`src/hdl/gmm_pkg.sv`:
```
package gmm_pkg;

   localparam int CSR_INDEX_W = 3;
   localparam int CSR_DATA_W  = 32;

   localparam logic [15:0] Q15_ONE        = 16'h8000;
   localparam logic [63:0] HALF_PI_Q30    = 64'd1686629713;
   localparam logic [29:0] RAD_TO_BAM_Q32 = 30'd683565276;
   localparam logic [15:0] QUARTER_TURN   = 16'h4000;
   localparam logic [15:0] HALF_TURN      = 16'h8000;

   typedef enum logic [CSR_INDEX_W-1:0] {
      CSR_FIELD_X,
      CSR_FIELD_Y,
      CSR_ALPHA,
      CSR_GAIN,
      CSR_MEAN_SPEED,
      CSR_INIT_HEADING,
      CSR_PERIOD,
      CSR_EDGE_MODE
   } csr_index_type;

   typedef enum logic [1:0] {
      EDGE_WRAP,
      EDGE_RECENTRE,
      EDGE_CLAMP,
      EDGE_REFLECT
   } edge_mode_type;

   typedef enum logic {
      OP_ADVANCE,
      OP_PLACE
   } opcode_type;

   typedef enum logic [3:0] {
      STEP_NONE,
      STEP_PLACE,
      STEP_AV,
      STEP_AM,
      STEP_GV,
      STEP_AD,
      STEP_GH,
      STEP_GHK,
      STEP_HEAD,
      STEP_SINRD,
      STEP_SC,
      STEP_SCT,
      STEP_SS,
      STEP_SST,
      STEP_EY,
      STEP_EX
   } step_type;

   typedef struct packed {
      step_type step;
      logic     load;
      logic     publish;
   } cmd_type;

   // Q1.15 sine of a Q30 angle in [0, pi/2], Taylor series to x^15
   function automatic logic [15:0] sine_entry(input logic [63:0] x);
      logic [63:0]        x2;
      logic [63:0]        term;
      logic signed [63:0] sum;
      logic signed [63:0] v;
      x2   = (x * x) >> 30;
      term = x;
      sum  = $signed(x);
      term = ((term * x2) >> 30) / 6;
      sum  = sum - $signed(term);
      term = ((term * x2) >> 30) / 20;
      sum  = sum + $signed(term);
      term = ((term * x2) >> 30) / 42;
      sum  = sum - $signed(term);
      term = ((term * x2) >> 30) / 72;
      sum  = sum + $signed(term);
      term = ((term * x2) >> 30) / 110;
      sum  = sum - $signed(term);
      term = ((term * x2) >> 30) / 156;
      sum  = sum + $signed(term);
      term = ((term * x2) >> 30) / 210;
      sum  = sum - $signed(term);
      v = (sum + 64'sd16384) >>> 15;
      if (v < 0) begin
         v = '0;
      end
      if (v > 64'sd32768) begin
         v = 64'sd32768;
      end
      return v[15:0];
   endfunction

endpackage

```
`src/hdl/gmm_control.sv`:
```
module gmm_control (
   input  logic             clock,
   input  logic             reset,
   input  logic             req_valid,
   input  logic             req_opcode,
   output logic             req_ready,
   output logic             rsp_valid,
   input  logic             rsp_ready,
   output gmm_pkg::cmd_type cmd
);
   import gmm_pkg::*;

   typedef enum logic [4:0] {
      S_IDLE, S_PLACE, S_AV, S_AM, S_GV, S_AD, S_GH, S_GHK, S_HEAD,
      S_SINRD, S_SC, S_SCT, S_SS, S_SST, S_EY, S_EX, S_FINISH
   } state_type;

   state_type state_ff, state_in;
   logic      rsp_valid_ff, rsp_valid_in;
   logic      publish;

   assign publish = (state_ff == S_FINISH) && (!rsp_valid_ff || rsp_ready);

   always_comb begin
      state_in = state_ff;
      cmd.step = STEP_NONE;
      unique case (state_ff)
         S_IDLE: begin
            if (req_valid) begin
               state_in = (opcode_type'(req_opcode) == OP_PLACE) ? S_PLACE : S_AV;
            end
         end
         S_PLACE: begin cmd.step = STEP_PLACE; state_in = S_FINISH; end
         S_AV:    begin cmd.step = STEP_AV;    state_in = S_AM;     end
         S_AM:    begin cmd.step = STEP_AM;    state_in = S_GV;     end
         S_GV:    begin cmd.step = STEP_GV;    state_in = S_AD;     end
         S_AD:    begin cmd.step = STEP_AD;    state_in = S_GH;     end
         S_GH:    begin cmd.step = STEP_GH;    state_in = S_GHK;    end
         S_GHK:   begin cmd.step = STEP_GHK;   state_in = S_HEAD;   end
         S_HEAD:  begin cmd.step = STEP_HEAD;  state_in = S_SINRD;  end
         S_SINRD: begin cmd.step = STEP_SINRD; state_in = S_SC;     end
         S_SC:    begin cmd.step = STEP_SC;    state_in = S_SCT;    end
         S_SCT:   begin cmd.step = STEP_SCT;   state_in = S_SS;     end
         S_SS:    begin cmd.step = STEP_SS;    state_in = S_SST;    end
         S_SST:   begin cmd.step = STEP_SST;   state_in = S_EY;     end
         S_EY:    begin cmd.step = STEP_EY;    state_in = S_EX;     end
         S_EX:    begin cmd.step = STEP_EX;    state_in = S_FINISH; end
         S_FINISH: begin
            if (publish) begin
               state_in = S_IDLE;
            end
         end
         default: state_in = S_IDLE;
      endcase
      cmd.load     = (state_ff == S_IDLE) && req_valid;
      cmd.publish  = publish;
      rsp_valid_in = publish ? 1'b1 : (rsp_ready ? 1'b0 : rsp_valid_ff);
   end

   always_ff @(posedge clock) begin
      if (reset) begin
         state_ff     <= S_IDLE;
         rsp_valid_ff <= 1'b0;
      end else begin
         state_ff     <= state_in;
         rsp_valid_ff <= rsp_valid_in;
      end
   end

   assign req_ready = (state_ff == S_IDLE);
   assign rsp_valid = rsp_valid_ff;
endmodule

```
`config.mk`:
```
export PLATFORM = sky130hd
export DESIGN_NAME = gmm_control
export DESIGN_NICKNAME = d
export VERILOG_FILES = /design/src/hdl/gmm_pkg.sv /design/src/hdl/gmm_control.sv
export SDC_FILE = /design/constraint.sdc
export NUM_CORES = 1
export LEC_CHECK = 0
export BUFFER_PORTS_ARGS = -buffer_cell sky130_fd_sc_hd__buf_2
export CORE_AREA = 5 5 42 44
export CTS_CLUSTER_DIAMETER = 40
export DETAILED_ROUTE_END_ITERATION = 16
export DIE_AREA = 0 0 47 49
export MAX_ROUTING_LAYER = met4
export PLACE_DENSITY = 0.52
export SKIP_LAST_GASP = 1
export SYNTH_ARGS = -nofsm -noshare
export SYNTH_HDL_FRONTEND = slang
export SYNTH_SLANG_ARGS = --single-unit
```
`constraint.sdc`:
```
create_clock -name clock -period 1.05 [get_ports clock]
set_clock_uncertainty 0.1 [all_clocks]
set_input_delay 0.105 -clock clock [delete_from_list [all_inputs] [get_ports clock]]
set_output_delay 0.105 -clock clock [all_outputs]
set_load 0.03 [all_outputs]
```
==> results by group, run 1 <==
Global routing
  – Met1 GRT Util: 11.8%
  – Initial antenna violation count: 0
  – Gr ovfl total: 0
  – GRT Max-Usage Layer: met2
  – GR Util met2: 13.3%
  – Largest net degree at the start of global routing: 8
  – GRT met3 Usage: 3.69%
  – Vias in the first global route: 361
  – Global-route wire length before repair: 1.59 mm
  – Overall Global Routing Usage: 9.73%

Synth
  – Post-Syn Nets: 42
  – Post-synthesis mux area share: 0%
  – Mapped cell area: 362 sq um
  – Flops & latches, synth: 6
  – Synth warn: 0
  – Main combinational cell family by area after synthesis: simple AND/OR/NAND/NOR gates
  – Register area share after synthesis: 33.2%
  – Post-synthesis simple-gate area fraction: 38.4%
  – Post-Synth Adder-Cell Area: 0%
  – Xor/xnor share of the synthesized area: 4.84%
  – Synth Area in Compound Gates: 18.0%
  – Post-synth cell types: 24
  – Mapped Cells: 37
  – Mean Syn Cell Area: 9.77 sq um

Final layout
  – Nets@finish: 69
  – Final core utilization: 47.6%
  – Antenna diode count: 0
  – Filler instances: 142
  – Most frequent cells in the layout: buf_6 (10), buf_4 (9), buf_2 (5), dfxtp_2 (5)
  – Share of cells above drive strength 1: 80.6%
  – Layout area overhead: 84.4%
  – Most common cell after layout, fill and taps aside: buf_6
  – Post-route insts no fill: 78

Worst hold path
  – Hold crit path type: primary input to register
  – Worst hold start: reset
  – Hold Path Depth: 2
  – Hold EP: state_ff[2]

Clocking
  – Hold_buf cts: 0
  – Skew-Pair Late Insertion Delay: 0.24 ns
  – Clock Path Buffers: 2
  – CTS tree: built
  – Clock Tree Root: clkbuf_4
  – Clk sinks: 6
  – H-tree levels: 1
  – Clk slew on worst S/H paths: 0.05 ns
  – TritonCTS Buffers: 3

Floorplanning
  – Core Rows: 14
  – Die width: 47 um
  – Ports: 13
  – Core footprint: 0.00140 sq mm
  – Initial Util: 25.8%
  – Die height: 49 um
  – Die ar.: 0.00230 sq mm

STA
  – Crit path time final: 1.37 ns
  – Tightest Pin Transition: 0.268 ns
  – Fmax: 0.732 GHz
  – PnR worst setup slack: -0.317 ns
  – Max-slew headroom: 81.9%
  – RSZ-0062 raised after global routing: true
  – Final count of hold timing violations: 0
  – WHS: 0.0568 ns
  – Slew Viols, Final: 0
  – Final setup fails: 12
  – Final worst path period share: 130%

Setup path
  – Worst Path Max Fanout: 4
  – Crit-path cells: nor2_4, and3b_4, and2_4, buf_6
  – Reg2Reg Setup Slack: -0.17 ns
  – Worst R2R End: state_ff[1]
  – Setup CP Type: register to output port
  – CP Capture Type: output port
  – Crit path largest cell delay: 0.33 ns
  – CP top delay family: simple AND/OR/NAND/NOR gates
  – CP max stage cell: dfxtp_2
  – Worst path bufs/invs: 1
  – CP arrival: 1.16 ns
  – Critical path startpoint category: register
  – Worst path required time: 0.84 ns
  – Reg2reg start: state_ff[0]
  – R2R depth: 4

Placement
  – Post-placement cell count: 68
  – PortBufs: 12
  – Gpl congestion: 0.705
  – Setup Slack @ Placement: -0.121 ns
  – Dpl hpwl: 647 um

Route
  – Final Routed Wirelength: 950 um
  – Vias: 360
  – First-iteration detailed-routing DRC count: 0
  – Avg Vias per Cell: 4.62
  – Routed Antenna Nets: 0
  – Router iterations before antenna repair: 1
  – Average wire per standard cell: 12.2 um
  – DRC errors left: 0

Power
  – Lkg Pwr: 0.284 nW
  – Worst VDD drop: 0.585 mV
  – Pwr dens: 1340 mW/mm^2

Flow run
  – Max-cap violations: 0

Status
  – Outcome: finished, violations left
  – Failing checks: negative setup slack
==> cells by family after synthesis <==
logic type,after synthesis
AOI/OAI and AO/OA,7
and+or+nand+nor,19
xor gates and xnor gates,2
DFF,6
buffers and inverters,3
==> sequential cells by signal, summed over array words and instances (netlist names) <==
| name | count |
|---|---|
| rsp_valid | 1 |
| state_ff | 5 |
==> Yosys cell counts, drive strengths merged <==
library cell  instances  area, sq um
xor2                  2         17.5
o21ai                 1         5.00
nand3                 2         15.0
nand2                 1         3.75
nor3                  3         25.0
o311a                 1         10.0
nor2b                 5         31.3
dfxtp                 6          120
o31ai                 1         12.5
and3                  1         6.26
o211ai                1         12.5
buf                   3         20.0
and2                  1         8.76
a2111oi               1         15.0
nor4b                 1         8.76
nor2                  3         21.3
and3b                 1         12.5
a21oi                 2         10.0
nand2b                1         6.26
==> report_power, final <==
| group | switching [W] | total, W | leakage (nW) | internal [W] |
|---|---|---|---|---|
| clock | 0.0000835 | 0.000213 | 0.0138 | 0.000129 |
| combinational | 0.000192 | 0.000412 | 0.218 | 0.000220 |
| sequential | 0.0000215 | 0.000272 | 0.0518 | 0.000250 |
| total | 0.000297 | 0.000896 | 0.284 | 0.000600 |
==> worst max path at each step <==
stage	cells after the start	end	startpoint	slack, ns
floorplan	3	cmd[1]	state_ff[4]	-0.14
global placement	4	cmd[1]	state_ff[2]	-0.11
detailed placement	4	cmd[1]	state_ff[2]	-0.12
CTS	4	cmd[1]	state_ff[3]	-0.32
global route	4	cmd[1]	state_ff[2]	-0.36
finish	4	cmd[1]	state_ff[2]	-0.32
==> repair_timing <==
action,CTS,global route
setup endpoints to repair,12,13
setup buffers,5,4
pin swaps,7,5
resized for setup,20,15
==> metrics by stage <==
stage / setup TNS, ns / area [sq um] / total power (W)
after floorplan: -0.311 / 380 / 0.000473
after global placement: -0.401 / 475 / 0.000538
after detailed placement: -0.447 / 475 / 0.000540
after CTS: -2.07 / 606 / 0.000848
after global routing: -2.70 / 667 / 0.000943
final: -2.08 / 667 / 0.000896
==> layer usage <==
layer / share of wire (%) / vias to the layer above
li1: - / 180
met1: 42 / 171
met2: 49 / 7
met3: 6.0 / 2
met4: 2.0 / 0
met5: 0 / -
==> cell type report <==
cell class | count | area, sq um | share of cell area [%]
Clock buffer | 3 | 22.5 | 3.38
Multi-Input combinational cell | 28 | 274 | 41.1
Sequential cell | 6 | 130 | 19.5
Tap cell | 16 | 20.0 | 3.00
Timing Repair Buffer | 25 | 220 | 33.0
Power figures use the tool's default switching activity.
==> run 2, diff against run 1 <==
--- a/config.mk
+++ b/config.mk
@@ -12,6 +12,7 @@
 export DIE_AREA = 0 0 47 49
 export MAX_ROUTING_LAYER = met4
 export PLACE_DENSITY = 0.52
+export SETUP_SLACK_MARGIN = 0.02
 export SKIP_LAST_GASP = 1
 export SYNTH_ARGS = -nofsm -noshare
 export SYNTH_HDL_FRONTEND = slang
==> run 2 against run 1 <==
Effect of this change: the flow still finishes with violations (negative setup slack); final cell count did not move; critical endpoint unchanged; clock power grew 2%; worst setup slack worse by 0.0021 ns; via count is 0.83% lower; largest power group unchanged; sequential power about the same; flip-flop and latch count unchanged; die area stayed put; utilization is 0.27 points higher; wire length decreased by 0.11%; global-route usage is the same.
==> results by group, run 2 (synthesis gave the netlist of run 1 again) <==
Route
  – Router iterations before antenna repair: 4
  – Vias: 357
  – Avg Vias per Cell: 4.58
  – Routed Antenna Nets: 0
  – Final Routed Wirelength: 949 um
  – First-iteration detailed-routing DRC count: 1
  – DRC errors left: 0
  – Average wire per standard cell: 12.2 um

Setup path
  – CP Capture Type: output port
  – Critical path startpoint category: register
  – Setup CP Type: register to output port
  – Worst path required time: 0.84 ns
  – CP arrival: 1.16 ns
  – Worst Path Max Fanout: 4

STA
  – Final worst path period share: 130%
  – Tightest Pin Transition: 0.268 ns
  – Final setup fails: 12
  – Crit path time final: 1.37 ns
  – Final count of hold timing violations: 0
  – RSZ-0062 raised after global routing: true
  – PnR worst setup slack: -0.319 ns
  – Max-slew headroom: 81.9%
  – Slew Viols, Final: 0
  – Fmax: 0.731 GHz

Global routing
  – Vias in the first global route: 361
  – Gr ovfl total: 0
  – Overall Global Routing Usage: 9.73%
  – Largest net degree at the start of global routing: 8
  – Initial antenna violation count: 0
  – Global-route wire length before repair: 1.59 mm

Final layout
  – Most common cell after layout, fill and taps aside: buf_6
  – Layout area overhead: 85.5%
  – Share of cells above drive strength 1: 82.3%
  – Filler instances: 140
  – Antenna diode count: 0
  – Register area: 130 sq um
  – Footprint of the multi-input gates: 278 sq um
  – Post-Layout Inst Area: 671 sq um
  – Max FFs per register: 5
  – Most flops, register: state_ff
  – Most frequent cells in the layout: buf_6 (10), buf_4 (9), buf_2 (5), dfxtp_2 (5)
  – Nets@finish: 69

Clocking
  – CTS tree: built
  – H-tree levels: 1
  – Clk sinks: 6
  – Clock Tree Root: clkbuf_4
  – TritonCTS Buffers: 3
  – Clock Path Buffers: 2
  – Hold_buf cts: 0
  – Clk slew on worst S/H paths: 0.05 ns
  – Skew-Pair Late Insertion Delay: 0.24 ns

Placement
  – Placed Area: 475 sq um
  – PortBufs: 12
  – Gpl congestion: 0.705
  – Dpl hpwl: 647 um
  – Setup Slack @ Placement: -0.121 ns

Flow run
  – Max-cap violations: 0

Floorplanning
  – Die ar.: 0.00230 sq mm
  – Ports: 13
  – Die width: 47 um
  – Initial Util: 25.8%
  – Core footprint: 0.00140 sq mm
  – Die height: 49 um
  – Core Rows: 14

Status
  – Failing checks: negative setup slack
  – Outcome: finished, violations left

Power
  – Worst VDD drop: 0.593 mV
  – Lkg Pwr: 0.284 nW
  – Pwr dens: 1340 mW/mm^2
  – Final Total Pwr: 0.000901 W

Worst hold path
  – Hold crit path type: primary input to register
[run 2: cell count changes in the layout (fill, tap and decap cells not counted)]
cell / previous run / this run
a21oi_2: 0 / 1
a21oi_1: 2 / 1
[run 2: worst paths after layout]
path | from | to | slack [ns] | depth (start not counted)
setup / recovery | state_ff[2] | cmd[1] | -0.32 | 4
hold / removal | reset | rsp_valid | 0.04 | 2
hold reg to reg | rsp_valid | state_ff[4] | 0.44 | 2
setup reg to reg | state_ff[0] | state_ff[1] | -0.17 | 4
[run 2: area by class of cell]
class | instances | share of cell area, %
Sequential cell | 6 | 19.4
Multi-Input combinational cell | 28 | 41.4
Tap cell | 16 | 2.99
Timing Repair Buffer | 25 | 32.8
Clock buffer | 3 | 3.36
[run 2: repair_timing]
| item | CTS | global route |
|---|---|---|
| buffers inserted | 5 | 4 |
| gates resized for setup | 20 | 16 |
| endpoints found under the hold margin | 0 | 0 |
| endpoints found under the setup margin | 12 | 13 |
| cloned | 0 | 0 |
| pin swaps | 7 | 5 |
[run 2: power by group]
group	switching (W)	leakage [nW]	internal [W]	total, W
clock	0.0000873	0.0138	0.000130	0.000217
combinational	0.000192	0.218	0.000221	0.000413
sequential	0.0000215	0.0518	0.000250	0.000271
total	0.000301	0.284	0.000600	0.000901
[run 2: critical path, cell delays in order (launching register included)]
cell     delay, ns
dfxtp_2       0.33
nor2_4        0.14
and3b_4       0.21
and2_4        0.13
buf_6         0.12
[run 2: through the flow]
stage	cells	TNS [ns]	utilization [%]	hold WS (ns)
floorplan	37	-0.311	-	0.0664
global placement	68	-0.401	33.9	0.286
detailed placement	68	-0.447	33.9	0.285
CTS	76	-2.07	43.2	0.0440
global route	78	-2.70	47.9	0.0558
finish	78	-2.09	47.9	0.0433
[run 2: layer usage]
metal	global-route usage (%)	routed length (um)	up-vias	part of all wire (%)
li1	-	-	180	-
met1	11.8	402	166	42
met2	13.3	465	9	49
met3	3.69	62	2	6.5
met4	5.53	18	0	1.9
met5	-	0	-	0
==> run 3, diff against run 2 <==
--- a/config.mk
+++ b/config.mk
@@ -6,10 +6,11 @@
 export NUM_CORES = 1
 export LEC_CHECK = 0
 export BUFFER_PORTS_ARGS = -buffer_cell sky130_fd_sc_hd__buf_2
-export CORE_AREA = 5 5 42 44
+export CORE_AREA = 2 2 39 41
 export CTS_CLUSTER_DIAMETER = 40
 export DETAILED_ROUTE_END_ITERATION = 16
-export DIE_AREA = 0 0 47 49
+export DIE_AREA = 0 0 41 43
+export GPL_TIMING_DRIVEN = 0
 export MAX_ROUTING_LAYER = met4
 export PLACE_DENSITY = 0.52
 export SETUP_SLACK_MARGIN = 0.02
==> run 3 against run 2 <==
Effect of this change: the run still ends with negative setup slack left; cell area fell by 11%; global-route usage is 1.6 points higher; sequential share of layout area up 4.0 points; register-to-register slack gained 0.10 ns; critical path type unchanged; critical endpoint unchanged; highest routed layer unchanged.
==> results by group, run 3 (synthesis gave the netlist of run 1 again) <==
Status
  – Outcome: finished, violations left
  – Failing checks: negative setup slack

Floorplanning
  – Ports: 13
  – Die height: 43 um
  – Core footprint: 0.00138 sq mm
  – Die width: 41 um
  – Die ar.: 0.00176 sq mm
  – Core Rows: 14
  – Initial Util: 26.1%

Setup path
  – CP top delay family: simple AND/OR/NAND/NOR gates
  – CP Capture Type: output port
  – CP max stage cell: dfxtp_4
  – Reg2Reg Setup Slack: -0.07 ns
  – Worst Path Max Fanout: 6
  – Worst path bufs/invs: 1
  – Setup CP Type: register to output port
  – Crit-path cells: nor2_4, and3b_4, and2_4, buf_6
  – Critical path startpoint category: register
  – Crit path largest cell delay: 0.36 ns
  – Worst path required time: 0.84 ns
  – CP arrival: 1.21 ns

Final layout
  – Share of cells above drive strength 1: 73.7%
  – Most frequent cells in the layout: buf_4 (9), buf_6 (6), buf_2 (5), dfxtp_4 (5), nor2b_1 (4)
  – Antenna diode count: 0
  – Layout area overhead: 65.4%
  – Most common cell after layout, fill and taps aside: buf_4
  – Max FFs per register: 5
  – Most flops, register: state_ff
  – Nets@finish: 64

Clocking
  – Skew-Pair Late Insertion Delay: 0.24 ns
  – Hold_buf cts: 0
  – H-tree levels: 1
  – Clock Tree Root: clkbuf_4
  – Clock Path Buffers: 2
  – Clk sinks: 6
  – Clk slew on worst S/H paths: 0.05 ns
  – CTS tree: built
  – TritonCTS Buffers: 3

Route
  – Avg Vias per Cell: 4.68
  – DRC errors left: 0
  – Average wire per standard cell: 11.5 um
  – First-iteration detailed-routing DRC count: 1
  – Routed Antenna Nets: 0
  – Final Routed Wirelength: 843 um
  – Vias: 342
  – Router iterations before antenna repair: 2

STA
  – Final setup fails: 10
  – Fmax: 0.707 GHz
  – Slew Viols, Final: 0
  – Final worst path period share: 135%
  – RSZ-0062 raised after global routing: true
  – Final count of hold timing violations: 0
  – Max-slew headroom: 85.1%
  – Tightest Pin Transition: 0.223 ns
  – PnR worst setup slack: -0.365 ns
  – Setup TNS: -1.67 ns
  – Crit path time final: 1.41 ns

Global routing
  – Vias in the first global route: 294
  – Overall Global Routing Usage: 11.3%
  – Initial antenna violation count: 0
  – Largest net degree at the start of global routing: 9
  – Global-route wire length before repair: 1.23 mm
  – Gr ovfl total: 0

Worst hold path
  – Hold crit path type: primary input to register

Power
  – Lkg Pwr: 0.255 nW
  – Worst VDD drop: 0.632 mV
  – Final Total Pwr: 0.000820 W
  – Pwr dens: 1370 mW/mm^2

Placement
  – Gpl congestion: 0.664
  – PortBufs: 12

Flow run
  – Max-cap violations: 0
run 3: what timing repair did:
action                     in CTS  in global routing
resized for setup               9                 17
pin swaps                       5                  6
buffers inserted                4                  4
setup endpoints to repair      10                 12
run 3: area by class of cell:
type | instances | area [sq um]
plain buffers | 1 | 7.51
multi-input cells | 28 | 255
repair buffers | 19 | 153
flip-flops and latches | 6 | 140
fillers | 143 | 786
well taps | 16 | 20.0
clock buffers | 3 | 22.5
run 3: metal layers:
layer,share of wire (%),vias to the layer above,global-route usage (%)
li1,-,174,-
met1,42,156,11.6
met2,51,10,14.7
met3,5.5,2,4.71
met4,1.4,0,12.0
met5,0,-,-
run 3: metrics by stage:
step	util (%)	hold slack (ns)	setup WS, ns	std cells	area, sq um
after global routing	43.2	0.0269	-0.444	73	598
after detailed placement	33.3	0.279	-0.199	65	460
after floorplan	-	0.0664	-0.136	37	380
after CTS	38.8	0.0160	-0.377	72	537
after global placement	33.3	0.280	-0.187	65	460
final	43.2	0.0308	-0.365	73	598
run 3: worst reg2reg max path, cell delays in order, from the launching register on:
cell and delay (ns):
dfxtp_4 0.35, buf_6 0.13, and3_1 0.17, o211ai_2 0.17, o31ai_2 0.08
run 3: worst paths after layout:
| check | to | depth (start not counted) | from |
|---|---|---|---|
| hold / removal | state_ff[0] | 2 | reset |
| hold reg to reg | state_ff[0] | 1 | state_ff[0] |
| setup reg to reg | state_ff[4] | 4 | state_ff[1] |
| setup / recovery | cmd[1] | 4 | state_ff[2] |
run 3: power breakdown:
part           total [W]  internal [W]  switching, W
logic           0.000334      0.000167      0.000167
registers       0.000272      0.000245     0.0000272
clock network   0.000213      0.000129     0.0000834
total           0.000820      0.000542      0.000278
